### src/rtl/core/sfl_pkg.sv
// Shared constants, codes and control/status types for the sorted free-list pool allocator.
package sfl_pkg;

  localparam int POOL_CELLS = 1024;
  localparam int IDX_W      = $clog2(POOL_CELLS);
  localparam int LINK_W     = IDX_W + 1;
  localparam int CNT_W      = 11;
  localparam int CFG_AW     = 3;
  localparam int CFG_DW     = 32;

  localparam logic [LINK_W-1:0] NULL_LINK = LINK_W'(POOL_CELLS);

  localparam logic [1:0] CMD_ALLOC    = 2'd0;
  localparam logic [1:0] CMD_FREE     = 2'd1;
  localparam logic [1:0] CMD_FREE_ALL = 2'd2;

  localparam logic [1:0] STAT_OK         = 2'd0;
  localparam logic [1:0] STAT_EMPTY      = 2'd1;
  localparam logic [1:0] STAT_RANGE      = 2'd2;
  localparam logic [1:0] STAT_NOT_ALLOC  = 2'd3;

  localparam logic [CFG_AW-1:0] REG_CELL_COUNT = CFG_AW'(0);

  typedef struct packed {
    logic       capture;
    logic       fill_start;
    logic       fill_step;
    logic       fill_end;
    logic       rd_head;
    logic       walk_step;
    logic       alloc_pop;
    logic       push_empty;
    logic       push_front;
    logic       link_idx;
    logic       link_cur;
    logic       set_res;
    logic       res_ok;
    logic [1:0] res_status;
    logic       out_load;
  } sfl_cmd_t;

  typedef struct packed {
    logic [1:0] cmd;
    logic       empty;
    logic       out_of_range;
    logic       below_head;
    logic       at_head;
    logic       walk_more;
    logic       walk_dup;
    logic       fill_last;
    logic       out_busy;
  } sfl_stat_t;

endpackage

### src/rtl/core/sfl_ctrl.sv
// Controller state machine: sequences allocate, free, list walk and list rebuild.
module sfl_ctrl (
  input  logic               clk,
  input  logic               rst_n,
  input  logic               in_valid,
  output logic               in_ready,
  input  sfl_pkg::sfl_stat_t stat,
  output sfl_pkg::sfl_cmd_t  cmd
);

  typedef enum logic [8:0] {
    S_INIT     = 9'b000000001,
    S_IDLE     = 9'b000000010,
    S_DECODE   = 9'b000000100,
    S_ALLOC_RD = 9'b000001000,
    S_WALK     = 9'b000010000,
    S_LINK_IDX = 9'b000100000,
    S_LINK_CUR = 9'b001000000,
    S_FILL     = 9'b010000000,
    S_RESP     = 9'b100000000
  } state_t;

  state_t state_r, state_nxt;

  assign in_ready = (state_r == S_IDLE);

  always_comb begin
    state_nxt = state_r;
    cmd       = '0;
    case (state_r)
      S_INIT, S_FILL: begin
        cmd.fill_step = 1'b1;
        if (stat.fill_last) begin
          cmd.fill_end = 1'b1;
          state_nxt    = (state_r == S_INIT) ? S_IDLE : S_RESP;
        end
      end
      S_IDLE: begin
        if (in_valid) begin
          cmd.capture = 1'b1;
          state_nxt   = S_DECODE;
        end
      end
      S_DECODE: begin
        case (stat.cmd)
          sfl_pkg::CMD_ALLOC: begin
            if (stat.empty) begin
              cmd.set_res    = 1'b1;
              cmd.res_status = sfl_pkg::STAT_EMPTY;
              state_nxt      = S_RESP;
            end else begin
              cmd.rd_head = 1'b1;
              state_nxt   = S_ALLOC_RD;
            end
          end
          sfl_pkg::CMD_FREE: begin
            cmd.set_res = 1'b1;
            state_nxt   = S_RESP;
            if (stat.out_of_range) begin
              cmd.res_status = sfl_pkg::STAT_RANGE;
            end else if (stat.empty) begin
              cmd.push_empty = 1'b1;
              cmd.res_ok     = 1'b1;
            end else if (stat.below_head) begin
              cmd.push_front = 1'b1;
              cmd.res_ok     = 1'b1;
            end else if (stat.at_head) begin
              cmd.res_status = sfl_pkg::STAT_NOT_ALLOC;
            end else begin
              cmd.set_res = 1'b0;
              cmd.rd_head = 1'b1;
              state_nxt   = S_WALK;
            end
          end
          sfl_pkg::CMD_FREE_ALL: begin
            cmd.fill_start = 1'b1;
            cmd.set_res    = 1'b1;
            cmd.res_ok     = 1'b1;
            state_nxt      = S_FILL;
          end
          default: begin
            cmd.set_res    = 1'b1;
            cmd.res_status = sfl_pkg::STAT_RANGE;
            state_nxt      = S_RESP;
          end
        endcase
      end
      S_ALLOC_RD: begin
        cmd.alloc_pop = 1'b1;
        state_nxt     = S_RESP;
      end
      S_WALK: begin
        if (stat.walk_more) begin
          cmd.walk_step = 1'b1;
        end else if (stat.walk_dup) begin
          cmd.set_res    = 1'b1;
          cmd.res_status = sfl_pkg::STAT_NOT_ALLOC;
          state_nxt      = S_RESP;
        end else begin
          cmd.link_idx = 1'b1;
          state_nxt    = S_LINK_CUR;
        end
      end
      S_LINK_IDX: begin
        cmd.link_idx = 1'b1;
        state_nxt    = S_LINK_CUR;
      end
      S_LINK_CUR: begin
        cmd.link_cur = 1'b1;
        cmd.set_res  = 1'b1;
        cmd.res_ok   = 1'b1;
        state_nxt    = S_RESP;
      end
      S_RESP: begin
        if (!stat.out_busy) begin
          cmd.out_load = 1'b1;
          state_nxt    = S_IDLE;
        end
      end
      default: begin
        state_nxt = S_IDLE;
      end
    endcase
  end

  always_ff @(posedge clk) begin
    if (!rst_n) begin
      state_r <= S_INIT;
    end else begin
      state_r <= state_nxt;
    end
  end

endmodule

### config.mk
export PLATFORM = sky130hd
export DESIGN_NAME = sfl_ctrl
export DESIGN_NICKNAME = d
export VERILOG_FILES = /design/src/rtl/core/sfl_pkg.sv /design/src/rtl/core/sfl_ctrl.sv
export SDC_FILE = /design/constraint.sdc
export NUM_CORES = 1
export LEC_CHECK = 0
export BUFFER_PORTS_ARGS = -buffer_cell sky130_fd_sc_hd__buf_2
export CORE_MARGIN = 2
export CORE_UTILIZATION = 46
export DETAILED_ROUTE_END_ITERATION = 7
export PLACE_DENSITY_LB_ADDON = 0.08
export SLEW_MARGIN = 40
export SYNTH_ARGS = -nofsm -noshare
export SYNTH_HDL_FRONTEND = slang
export SYNTH_SLANG_ARGS = --single-unit
### constraint.sdc
create_clock -name clk -period 2.7 [get_ports clk]
set_input_delay 0.135 -clock clk [delete_from_list [all_inputs] [get_ports clk]]
set_output_delay 0.135 -clock clk [all_outputs]
set_load 0.1 [all_outputs]
==> flow_summary.ini, run 1 <==
[status]
status = finished, final reports clean

[clock_tree]
cts_buffers = 3
cts_setup_buffers = 0
cts_num_sinks = 8
path_clk_slew_ns = 0.05
root_buffer = clkbuf_4
clkLatencyLatePin_ns = 0.26
cts_tree = done
cts-htree-levels = 1
clk_path_buf_depth = 2

[worst_setup_path]
cp-start-kind = flip-flop
cpPeakStageDelay_ns = 0.60
cp_max_fo = 8
cp_num_buf_inv = 1
critical_path_class = flip-flop to output port
worstRegToRegCells = 5
r2r_slack_ns = 0.66
crit_slowest_cell = or4_4
required_ns = 2.57
path_delay_family = simple AND/OR/NAND/NOR gates
r2r-end = state_r[8]$_SDFFE_PN0P_
cp_data_arrival_time_ns = 2.38
crit_chain = or4_4 > nor2_1 > nand3_1 > or3b_4 > o21ai_1 > buf_12
cp-end-kind = output port
timing.rr.start = state_r[6]$_SDFFE_PN0P_

[routing]
via_count = 886
drtIter0Drc = 24
first_pass_iters = 4
antenna_left = 0
totalWireLength_um = 2080
avgRoutedWirePerCell_um = 13.68
via_per_inst = 5.829
drc = 0

[sta]
hold_violations = 0
worst_pin_slew_ns = 0.4908
slew-limit-headroom = 0.6750
final-setup-viol-count = 0
grt_setup_unrepaired = false
skew_ns = 0.006217
period_share = 0.9307
drv_slew = 0
period_needed_ns = 2.513
fmax_ghz = 0.3979

[grt]
grt_max_degree = 9
grt_pass1_wl_um = 3367
grt_usage = 0.2267
antenna_found_initial = 0
grt_pass1_vias = 779
grt_remaining_overflow = 0

[layout]
top_register = state_r
final_cells = 152
largest_reg_flops = 8
finalCoreUtilization = 0.6634
diodes = 0
nNetsFinal = 155
syn_to_final_growth_pct = 32.68
reg_top3 = state_r x8
drive_gt1_frac = 0.3015

[yosys]
ys_types = 39
postSynthAreaPerCell_um2 = 7.121
synth_area_um2 = 762.0
ys_ff_latch = 8
synth_warnings = 0
synth_top_area_cell = dfxtp_1
synthTopCellsByArea = dfxtp_1 21%, ha_1 6.6%, nor2_1 5.4%, o21ai_0 5.3%, inv_1 4.4%
synth_top_area_frac = 0.2102
syn-num-nets = 124
synthCells = 107
synth_flop_cell = dfxtp_1
synth_edf_count = 0
synth.most_common_cell = nor2_1
ys_seq_area_frac = 0.2102
synth_commonest_cells = 11 x nor2_1, 9 x inv_1, 8 x dfxtp_1, 8 x o21ai_0, 6 x nor3_1
async_reset_ff_frac = 0

[hold_path]
hold_end = state_r[6]$_SDFFE_PN0P_
hp-start = stat[2]
hold_class = input pin to flip-flop
hold_depth = 2

[run]
drv_cap = 0

[floorplanning]
ios = 30
initial_core_util = 0.5000
dieArea_um2 = 1998
die_y_um = 44.70
core-area_um2 = 1524
rows = 14
fp.dieW_um = 44.70

[power]
power_density_nw_per_um2 = 346.5
irDropWorstVdd_mv = 0.2418
power.static_leakage_uw = 0.0004927

[placed_design]
hpwl_um = 1644
post-place-cells = 149
gp_congestion = 0.9019
io_buffers = 29
where the power goes:
group	internal (µW)	total [µW]	leakage, µW	switching [µW]
Sequential	122	129	0.0000652	7.32
Clock	51.0	93.5	0.0000138	42.5
Combinational	38.1	128	0.000414	89.4
Total	211	350	0.000493	139
per-stage QoR:
step	worst slack (ns)	total power (µW)	instance area (µm²)	setup TNS [ns]	hold WS [ns]
global placement	0.3805	256.5	985.9	0	0.3824
finish	0.1870	350.3	1011	0	0.1267
global route	0.04434	373.7	1011	0	0.1308
CTS	0.06727	352.1	1008	0	0.1206
detailed placement	0.3475	257.2	985.9	0	0.3896
floorplan	-0.6378	223.1	787.0	-1.627	0.2112
per-layer routing:
layer  GRT usage  up-vias  wire (µm)  share of wire
met2      0.3333       35        912           0.44
met1      0.3130      404        983           0.47
met4     0.03636        0          0              0
met5           0        -          0              0
met3     0.09600        0        184          0.088
li1            -      447          -              -
worst max path at each step:
stage	start	to	slack (ns)	cells after the start
2_1_floorplan	state_r[1]$_SDFFE_PN0P_	cmd[2]	-0.64	4
3_3_place_gp	state_r[6]$_SDFFE_PN0P_	cmd[2]	0.38	6
3_5_place_dp	state_r[6]$_SDFFE_PN0P_	cmd[2]	0.35	6
4_1_cts	state_r[6]$_SDFFE_PN0P_	cmd[2]	0.07	6
5_1_grt	state_r[6]$_SDFFE_PN0P_	cmd[2]	0.04	6
6_report	state_r[6]$_SDFFE_PN0P_	cmd[2]	0.19	6
cells in the final DEF, fill, tap and decap left out, drive strengths merged, types with 3 or more instances in the layout:
cell,n
a21oi,5
a31oi,3
and3,3
buf,31
clkbuf,3
dfxtp,8
ha,4
inv,9
nand2,4
nand2b,4
nand3,4
nor2,11
nor3,6
nor4,3
o21ai,8
xnor2,3
cell type report:
cell class,count,area (µm²)
Sequential cell,8,160.2
Inverter,9,33.78
Fill cell,134,513.0
Timing Repair Buffer,31,205.2
Multi-Input combinational cell,85,569.3
Clock buffer,3,22.52
Tap cell,16,20.02
what timing repair did:
action | in CTS | in global routing
setup endpoints to repair | 0 | 2
gates resized for setup | 0 | 2
hold buffers | 0 | 0
kinds of logic after synthesis:
kind of cell	Yosys count	synth area share
AO/OA/AOI/OAI	24	0.1971
XOR/XNOR	4	0.04599
adder cells (fa/ha/maj)	4	0.06568
buffers and inverters	14	0.07881
flip-flops	8	0.2102
AND/OR/NAND/NOR	53	0.4023
(Power assumes the default switching activity.)
==> run 2: changes to the inputs <==
==> constraint.sdc (replaced) <==
create_clock -name clk -period 2.7 [get_ports clk]
set_input_delay 0.27 -clock clk [delete_from_list [all_inputs] [get_ports clk]]
set_output_delay 0.27 -clock clk [all_outputs]
set_load 0.02 [all_outputs]
==> run 2 against run 1 <==
Hold slack improved by 0.12 ns. Maximum frequency up 1.2%. Die area unchanged. Flip-flop and latch count is the same. Sequential power hardly changed. Combinational power is 30% lower. Clock power decreased by 0.5%. Critical path type unchanged. Largest cell class unchanged. Largest power group unchanged. Highest routed layer is now met4.
==> flow_summary.ini, run 2 (synthesized netlist as in run 1, its figures left out) <==
[status]
status = finished, final reports clean

[worst_setup_path]
required_ns = 2.43
cpPeakStageDelay_ns = 0.59
cp_max_fo = 8
crit_slowest_cell = or4_4
path_delay_family = simple AND/OR/NAND/NOR gates
critical_path_class = flip-flop to output port
r2r_slack_ns = 0.64
cp-end-kind = output port
crit_chain = or4_4 > nor2_1 > nand3_1 > or3b_4 > o31ai_1 > buf_2
cp-start-kind = flip-flop
cp_data_arrival_time_ns = 2.21
cp_num_buf_inv = 1

[floorplanning]
rows = 14
ios = 30
dieArea_um2 = 1998
fp.dieW_um = 44.70
core-area_um2 = 1524
die_y_um = 44.70
initial_core_util = 0.5000

[sta]
period_share = 0.9194
timing.setup.tns_ns = 0
period_needed_ns = 2.482
drv_slew = 0
setup_ws_ns = 0.2176
slew-limit-headroom = 0.7184
grt_setup_unrepaired = false
final-setup-viol-count = 0
skew_ns = 0.003783
hold_violations = 0
fmax_ghz = 0.4028
worst_pin_slew_ns = 0.4208

[clock_tree]
path_clk_slew_ns = 0.05
cts_tree = done
root_buffer = clkbuf_4
postCtsHoldBufs = 0
cts_num_sinks = 8
clk_path_buf_depth = 2
cts_buffers = 3
clkLatencyLatePin_ns = 0.26
cts-htree-levels = 1

[routing]
first_pass_iters = 4
drtIter0Drc = 16
drc = 0
via_count = 885
totalWireLength_um = 1966
avgRoutedWirePerCell_um = 13.02
antenna_left = 0
via_per_inst = 5.861

[layout]
reg_top3 = state_r x8
nNetsFinal = 154
syn_to_final_growth_pct = 22.50
final_common_cell = buf_2
top_register = state_r
diodes = 0
finalCoreUtilization = 0.6125
final.fill_count = 152
drive_gt1_frac = 0.2593
largest_reg_flops = 8
final_cell_mix = 29 x buf_2, 11 x nor2_1, 9 x inv_1

[power]
power_density_nw_per_um2 = 333.7
power.static_leakage_uw = 0.0004771
total_power_uw = 311.5
irDropWorstVdd_mv = 0.2651

[grt]
grt_usage = 0.2255
antenna_found_initial = 0
grt_max_degree = 9
grt_pass1_wl_um = 3291
grt_remaining_overflow = 0
grt_pass1_vias = 755

[placed_design]
io_buffers = 29
hpwl_um = 1584
pre_cts_ws_ns = 0.3944
gp_congestion = 0.8732

[hold_path]
hold_class = input pin to flip-flop

[run]
drv_cap = 0
## run 2: cell types whose count changed in the layout (fill, tap and decap cells not counted), sizes merged
cell / change
buf: -1
## run 2: final timing paths
check,startpoint,end,depth (start not counted)
min,stat[2],state_r[6]$_SDFFE_PN0P_,2
max,state_r[6]$_SDFFE_PN0P_,cmd[1],6
min reg2reg,state_r[7]$_SDFFE_PN0P_,state_r[7]$_SDFFE_PN0P_,2
max reg2reg,state_r[6]$_SDFFE_PN0P_,state_r[8]$_SDFFE_PN0P_,5
## run 2: area by class of cell
class / instances / area (µm²) / area share
Clock buffer: 3 / 22.52 / 0.02413
Inverter: 9 / 33.78 / 0.03619
Multi-Input combinational cell: 85 / 544.3 / 0.5831
Sequential cell: 8 / 160.2 / 0.1716
Tap cell: 16 / 20.02 / 0.02145
Timing Repair Buffer: 30 / 152.6 / 0.1635
## run 2: timing repair
item                       CTS  global route
gates resized for setup      0             1
setup buffers                0             0
setup endpoints to repair    0             3
## run 2: per-stage QoR
stage | instances | cell area (µm²) | hold WS (ns)
floorplan | 107 | 762.0 | 0.3462
detailed placement | 148 | 908.4 | 0.5072
global placement | 148 | 908.4 | 0.5107
finish | 151 | 933.4 | 0.2462
CTS | 151 | 930.9 | 0.2351
global route | 151 | 933.4 | 0.2597
## run 2: layer usage
metal	GRT usage	part of all wire	vias to the layer above
met3	0.08400	0.072	2
met4	0.06061	0.0056	0
li1	-	-	447
met2	0.3449	0.46	28
met1	0.2968	0.46	408
met5	0	0	-
## run 2: worst reg2reg max path, delay by kind of cell (launching register included)
family,cells,cell delay [ns]
compound gates,2,0.38
flops,1,0.37
simple gates,3,1.21
## run 2: report_power, final
part / total [µW] / switching, µW / internal, µW / leakage (µW)
clock network: 93.0 / 42.1 / 50.9 / 0.0000138
logic: 89.4 / 52.1 / 37.4 / 0.000398
registers: 129 / 7.05 / 122 / 0.0000652
